<file path="src/gss_pkg.sv">
// Shared types and constants for the Gauss-Seidel solver core.
package gss_pkg;

  localparam logic [1:0] OP_LOAD_MAT = 2'd0;
  localparam logic [1:0] OP_LOAD_VEC = 2'd1;
  localparam logic [1:0] OP_START    = 2'd2;

  localparam logic [1:0] ST_CONVERGED = 2'd0;
  localparam logic [1:0] ST_LIMIT     = 2'd1;
  localparam logic [1:0] ST_ZERO_PIV  = 2'd2;

  localparam logic [1:0] CFG_SIZE  = 2'd0;
  localparam logic [1:0] CFG_TOL   = 2'd1;
  localparam logic [1:0] CFG_SWEEP = 2'd2;

  // datapath commands
  typedef struct packed {
    logic acc_init;   // acc <= rhs << 16, capture old
    logic acc_sub;    // acc -= A*u for the product in flight
    logic mul_go;     // register product of current operand read
    logic div_start;  // launch divider
    logic upd;        // write quotient, accumulate squared change
    logic norm_clr;
    logic piv_chk;    // test diagonal read data
    logic piv_clr;
  } gss_cmd_t;

  typedef struct packed {
    logic div_done;
    logic piv_zero;
    logic norm_ok;
  } gss_sts_t;

endpackage

</file>
<file path="src/gss_ctrl.sv">
// Controller: pivot check, sweep sequencing and result emission.
module gss_ctrl #(
  parameter int MAX_UNKNOWNS = 16
) (
  input  logic                 clk,
  input  logic                 rst_n,
  input  logic                 start,
  output logic                 busy,
  input  logic [4:0]           n,
  input  logic [15:0]          max_sweeps,
  input  gss_pkg::gss_sts_t    sts,
  output gss_pkg::gss_cmd_t    cmd,
  output logic [$clog2(MAX_UNKNOWNS)-1:0] row,
  output logic [2*$clog2(MAX_UNKNOWNS)-1:0] mat_raddr,
  output logic [$clog2(MAX_UNKNOWNS)-1:0] sol_raddr,
  output logic                 emit_valid,
  input  logic                 emit_ready,
  output logic                 emit_last,
  output logic [1:0]           status,
  output logic [15:0]          sweeps
);
  localparam int AW = $clog2(MAX_UNKNOWNS);
  localparam int MW = 2*AW;
  localparam logic [3:0] S_IDLE = 4'd0, S_PIV = 4'd1, S_PIVW = 4'd2,
    S_ROW = 4'd3, S_INIT = 4'd4, S_MAC = 4'd5, S_DRAIN = 4'd6,
    S_DIV = 4'd7, S_UPD = 4'd8, S_NORM = 4'd9, S_CHK = 4'd10,
    S_ERD = 4'd11, S_EMIT = 4'd12;

  logic [3:0]    st_r, st_nxt;
  logic [AW:0]   i_r, i_nxt, j_r, j_nxt;
  logic [15:0]   sw_r, sw_nxt;
  logic [1:0]    stat_r, stat_nxt;
  logic          pv_r, pv_nxt, pv2_r, pv2_nxt; // product pipe valid
  logic [AW:0]   nm1;

  assign nm1 = (AW+1)'(n - 5'd1);
  assign row = i_r[AW-1:0];

  always_comb begin
    st_nxt = st_r; i_nxt = i_r; j_nxt = j_r; sw_nxt = sw_r; stat_nxt = stat_r;
    pv_nxt = 1'b0; pv2_nxt = pv_r;
    cmd = '0;
    mat_raddr = MW'({i_r[AW-1:0], i_r[AW-1:0]});
    sol_raddr = i_r[AW-1:0];
    cmd.acc_sub = pv2_r;
    cmd.mul_go  = pv_r;
    case (st_r)
      S_IDLE: if (start) begin
        i_nxt = '0; sw_nxt = '0; cmd.piv_clr = 1'b1; st_nxt = S_PIV;
      end
      S_PIV: begin // diag read issued; checked next cycle
        pv_nxt = 1'b1;
        if (i_r == nm1) st_nxt = S_PIVW;
        else i_nxt = i_r + 1'b1;
      end
      S_PIVW: if (!pv_r) begin
        i_nxt = '0;
        if (sts.piv_zero) begin stat_nxt = gss_pkg::ST_ZERO_PIV; st_nxt = S_ERD; end
        else begin cmd.norm_clr = 1'b1; st_nxt = S_ROW; end
      end
      S_ROW: st_nxt = S_INIT; // diag, rhs, old read in flight
      S_INIT: begin cmd.acc_init = 1'b1; j_nxt = '0; st_nxt = S_MAC; end
      S_MAC: begin
        mat_raddr = MW'({i_r[AW-1:0], j_r[AW-1:0]});
        sol_raddr = j_r[AW-1:0];
        pv_nxt = (j_r != i_r);
        if (j_r == nm1) st_nxt = S_DRAIN;
        else j_nxt = j_r + 1'b1;
      end
      S_DRAIN: if (!pv_r && !pv2_r) begin cmd.div_start = 1'b1; st_nxt = S_DIV; end
      S_DIV: if (sts.div_done) begin cmd.upd = 1'b1; st_nxt = S_NORM; end
      S_NORM: st_nxt = S_UPD; // squared change lands in norm
      S_UPD: begin
        if (i_r == nm1) begin sw_nxt = sw_r + 16'd1; st_nxt = S_CHK; end
        else begin i_nxt = i_r + 1'b1; st_nxt = S_ROW; end
      end
      S_CHK: begin
        i_nxt = '0;
        if (sts.norm_ok) begin stat_nxt = gss_pkg::ST_CONVERGED; st_nxt = S_ERD; end
        else if (sw_r >= max_sweeps) begin stat_nxt = gss_pkg::ST_LIMIT; st_nxt = S_ERD; end
        else begin cmd.norm_clr = 1'b1; st_nxt = S_ROW; end
      end
      S_ERD: st_nxt = S_EMIT;
      S_EMIT: if (emit_ready) begin
        if (i_r == nm1) st_nxt = S_IDLE;
        else begin i_nxt = i_r + 1'b1; st_nxt = S_ERD; end
      end
      default: st_nxt = S_IDLE;
    endcase
    // pivot pipe reuses pv_r as a one-cycle marker for its read
    if (st_r == S_PIVW || st_r == S_PIV) begin
      cmd.piv_chk = pv_r; cmd.mul_go = 1'b0; cmd.acc_sub = 1'b0; pv2_nxt = 1'b0;
    end
  end

  always_ff @(posedge clk) begin
    if (!rst_n) begin
      st_r <= S_IDLE; i_r <= '0; j_r <= '0; sw_r <= '0; stat_r <= '0;
      pv_r <= 1'b0; pv2_r <= 1'b0;
    end else begin
      st_r <= st_nxt; i_r <= i_nxt; j_r <= j_nxt; sw_r <= sw_nxt;
      stat_r <= stat_nxt; pv_r <= pv_nxt; pv2_r <= pv2_nxt;
    end
  end

  assign busy       = st_r != S_IDLE;
  assign emit_valid = st_r == S_EMIT;
  assign emit_last  = i_r == nm1;
  assign status     = stat_r;
  assign sweeps     = sw_r;
endmodule

</file>
<file path="config.mk">
export PLATFORM = sky130hd
export DESIGN_NAME = gss_ctrl
export DESIGN_NICKNAME = d
export VERILOG_FILES = /design/src/gss_pkg.sv /design/src/gss_ctrl.sv
export SDC_FILE = /design/constraint.sdc
export NUM_CORES = 1
export LEC_CHECK = 0
export ABC_AREA = 1
export BUFFER_PORTS_ARGS = -buffer_cell sky130_fd_sc_hd__buf_2
export CORE_ASPECT_RATIO = 0.8
export CORE_MARGIN = 1.5
export CORE_UTILIZATION = 40
export CTS_CLUSTER_DIAMETER = 40
export DETAILED_ROUTE_END_ITERATION = 16
export PLACE_DENSITY_LB_ADDON = 0.25
export SETUP_SLACK_MARGIN = 0.05
export SYNTH_ARGS = -nofsm -noshare
export SYNTH_HDL_FRONTEND = slang
export SYNTH_SLANG_ARGS = --single-unit
</file>
<file path="constraint.sdc">
create_clock -name clk -period 2 [get_ports clk]
set_clock_uncertainty 0.2 [all_clocks]
set_input_delay 0.1 -clock clk [delete_from_list [all_inputs] [get_ports clk]]
set_output_delay 0.1 -clock clk [all_outputs]
set_load 0.005 [all_outputs]
</file>
==> metrics.yaml <==
outcome:
  status: "finished clean"
worst_setup_path:
  required_ns: 1.70
  crit_type: "flip-flop to primary output"
  worstPathMaxFanout: 2
  critPathLaunchType: "flip-flop"
  arrival_ns: 1.67
  cp-end-kind: "primary output"
logic_synthesis:
  synth-edff-count: 0
  synth_area_leaders: "dfxtp_1, nand2_1, inv_1"
  async_reset_ff_share_pct: 0
  avgSynthCellArea_um2: 6.165
  ys_top_cells_by_count: "nand2_1, inv_1, nor2_1"
  syn-instance-count: 482
  yosysSeqAreaShare_pct: 22.91
  yosysMostFrequentCell: "nand2_1"
  synth_nets: 530
  synth_area_mm2: 0.002972
  synth_top_area_cell: "dfxtp_1"
  yosys.area.top_type_share_pct: 22.91
  ys_ff_latch: 34
  yosys_warnings: 0
  synthFlopType: "dfxtp_1"
  ys_types: 36
clock_tree:
  htreeDepth: 2
  numCtsBuffers: 5
  cts_buffer_depth: 2
  cts_tree: "yes"
  insertion_delay_ns: 0.30
  clkTransAtPathRegs_ns: 0.07
  clock-root-buffer: "clkbuf_8"
  clkSinkCount: 34
drt:
  drt_iter0_drc: 191
  viasPerCell: 5.044
  vias: 3405
  drc_errors: 0
  routed_wl_um: 8549
  drt-wirelength-per-cell_um: 12.67
  drtAntennaViolNets: 0
  first_pass_iters: 4
global_route:
  grt_max_degree: 17
  grt-busiest-layer: "met2"
  use_met3_pct: 3.568
  grt_pass1_vias: 2972
  grtUsageTotal_pct: 21.29
  grt_antenna_before_repair: 0
  gr-total-overflow: 0
  grt_pass1_wl_um: 13610
  grt_util_met1_pct: 30.40
  use_met2_pct: 32.33
power:
  powerDensity_mw_per_mm2: 753.7
  vdd_ir_drop_max_v: 0.0003385
  power.leakage_nw: 1.969
floorplanning:
  coreArea_mm2: 0.007027
  dieWidth_um: 99.37
  row_count: 27
  initial_core_util_pct: 42.29
  die_y_um: 80.09
  dieArea_mm2: 0.007958
  io_pins: 73
timing:
  slew_headroom_pct: 61.11
  worst_slack_ns: 0.02646
  hold_viol: 0
  setup_viol: 0
  worst_pin_slew_ns: 0.5828
  maxSlewViolCount: 0
  timing.fmax_mhz: 506.7
  period_share_pct: 98.68
  setup_tns_ns: 0
  rsz0062_at_grt: "yes"
  min_period_ns: 1.974
cells_and_area:
  area_growth_pct: 32.46
  final_core_util_pct: 56.02
  drive_above_1_share_pct: 33.67
  diodes: 0
  nets: 635
  post-route-cell-area_mm2: 0.003936
placement:
  place.gp.congestion: 0.9166
  place_ws_ns: -0.03093
  place_area_mm2: 0.003567
  place_hpwl_um: 6589
  portBuffers: 72
run:
  max_cap_violations: 0
worst_hold_path:
  hold_class: "input pin to flip-flop"
[cells in the final DEF, fill, tap and decap left out, types with 2 or more instances in the layout]
cell and n:
a21oi_1 34, nand2_2 11, o21ai_2 4, dfxtp_4 4, nor3_1 9, ha_1 13, nand3_2 4, nand3_1 36
inv_1 63, inv_2 10, buf_4 42, xnor2_1 2, clkbuf_8 6, dfxtp_2 10, a21oi_2 5, ha_4 7
o31ai_1 2, o2111ai_1 2, nand4_1 5, buf_2 73, nand2_1 122, xor2_1 14, nor2_4 5, nor2_2 11
dfxtp_1 20, dlygate4sd3_1 3, o21ai_0 10, o21ai_1 4, nor2_1 46
[sequential cells by signal (all words and copies together) (netlist names)]
register / flops
sweeps: 16
pv_r: 1
status: 2
j_r: 5
i_r: 5
st_r: 4
pv2_r: 1
[stage by stage]
| stage | hold WS [ns] | instances | power, mW |
|---|---|---|---|
| CTS | 0.07434 | 672 | 2.808 |
| global placement | 0.2064 | 661 | 2.188 |
| floorplan | 0.03571 | 482 | 1.813 |
| finish | 0.07979 | 675 | 2.967 |
| detailed placement | 0.2084 | 661 | 2.206 |
| global route | 0.1261 | 675 | 3.209 |
[timing repair]
action	4_1_cts	5_1_grt
gates cloned	0	1
pin swaps	8	12
hold endpoints to repair	7	0
endpoints found under the setup margin	13	37
setup buffers	0	2
resized for setup	25	43
hold buffers	3	0
[worst max-delay path: stages (launching register included)]
cell and delay (ns):
dfxtp_2 0.33, ha_1 0.29, nand4_1 0.12, nor2_2 0.05
nor2_1 0.11, nand2_2 0.10, nand2_2 0.10, nand3_2 0.08
o31ai_1 0.07, buf_2 0.15
[report_power, final]
group / total (mW) / switching, mW / internal, mW / leakage, nW
Sequential: 0.887 / 0.112 / 0.775 / 0.283
Clock: 0.552 / 0.275 / 0.277 / 0.0472
Combinational: 1.53 / 0.935 / 0.593 / 1.64
Total: 2.97 / 1.32 / 1.64 / 1.97
[worst paths after layout]
path         slack (ns)  depth (start not counted)                 endpoint                   start
min                0.08                          6     st_r[1]$_SDFFE_PN0P_                  sts[2]
max                0.03                          9                   cmd[2]  sweeps[2]$_SDFFE_PN0P_
min reg2reg        0.30                          2   status[0]$_SDFFE_PN0P_  status[0]$_SDFFE_PN0P_
max reg2reg        0.14                          8  sweeps[15]$_SDFFE_PN0P_  sweeps[2]$_SDFFE_PN0P_
[layout make-up]
type / instances / area [um2]
clock buffer: 6 / 82.58
clock inverter: 2 / 12.51
fill: 689 / 3090
inverter: 73 / 274.0
multi-input combinational: 355 / 2039
sequential: 34 / 708.2
tap: 87 / 108.9
timing repair buffer: 118 / 710.7
[routing by layer]
layer	vias up	wire length [um]
met3	10	523
met1	1540	4382
met5	-	0
li1	1738	-
met2	117	3539
met4	0	103
[cell families (layout without fill, tap and decap cells)]
family	Yosys count	after routing	share of synthesized area, %
AO/OA/AOI/OAI	64	64	11.71
XOR/XNOR	16	16	4.716
adder cells (fa/ha/maj)	20	20	8.421
buffers and inverters	93	199	15.07
flip-flops	34	34	22.91
AND/OR/NAND/NOR	255	255	37.18
No activity file was read; power rests on OpenSTA's default activity.
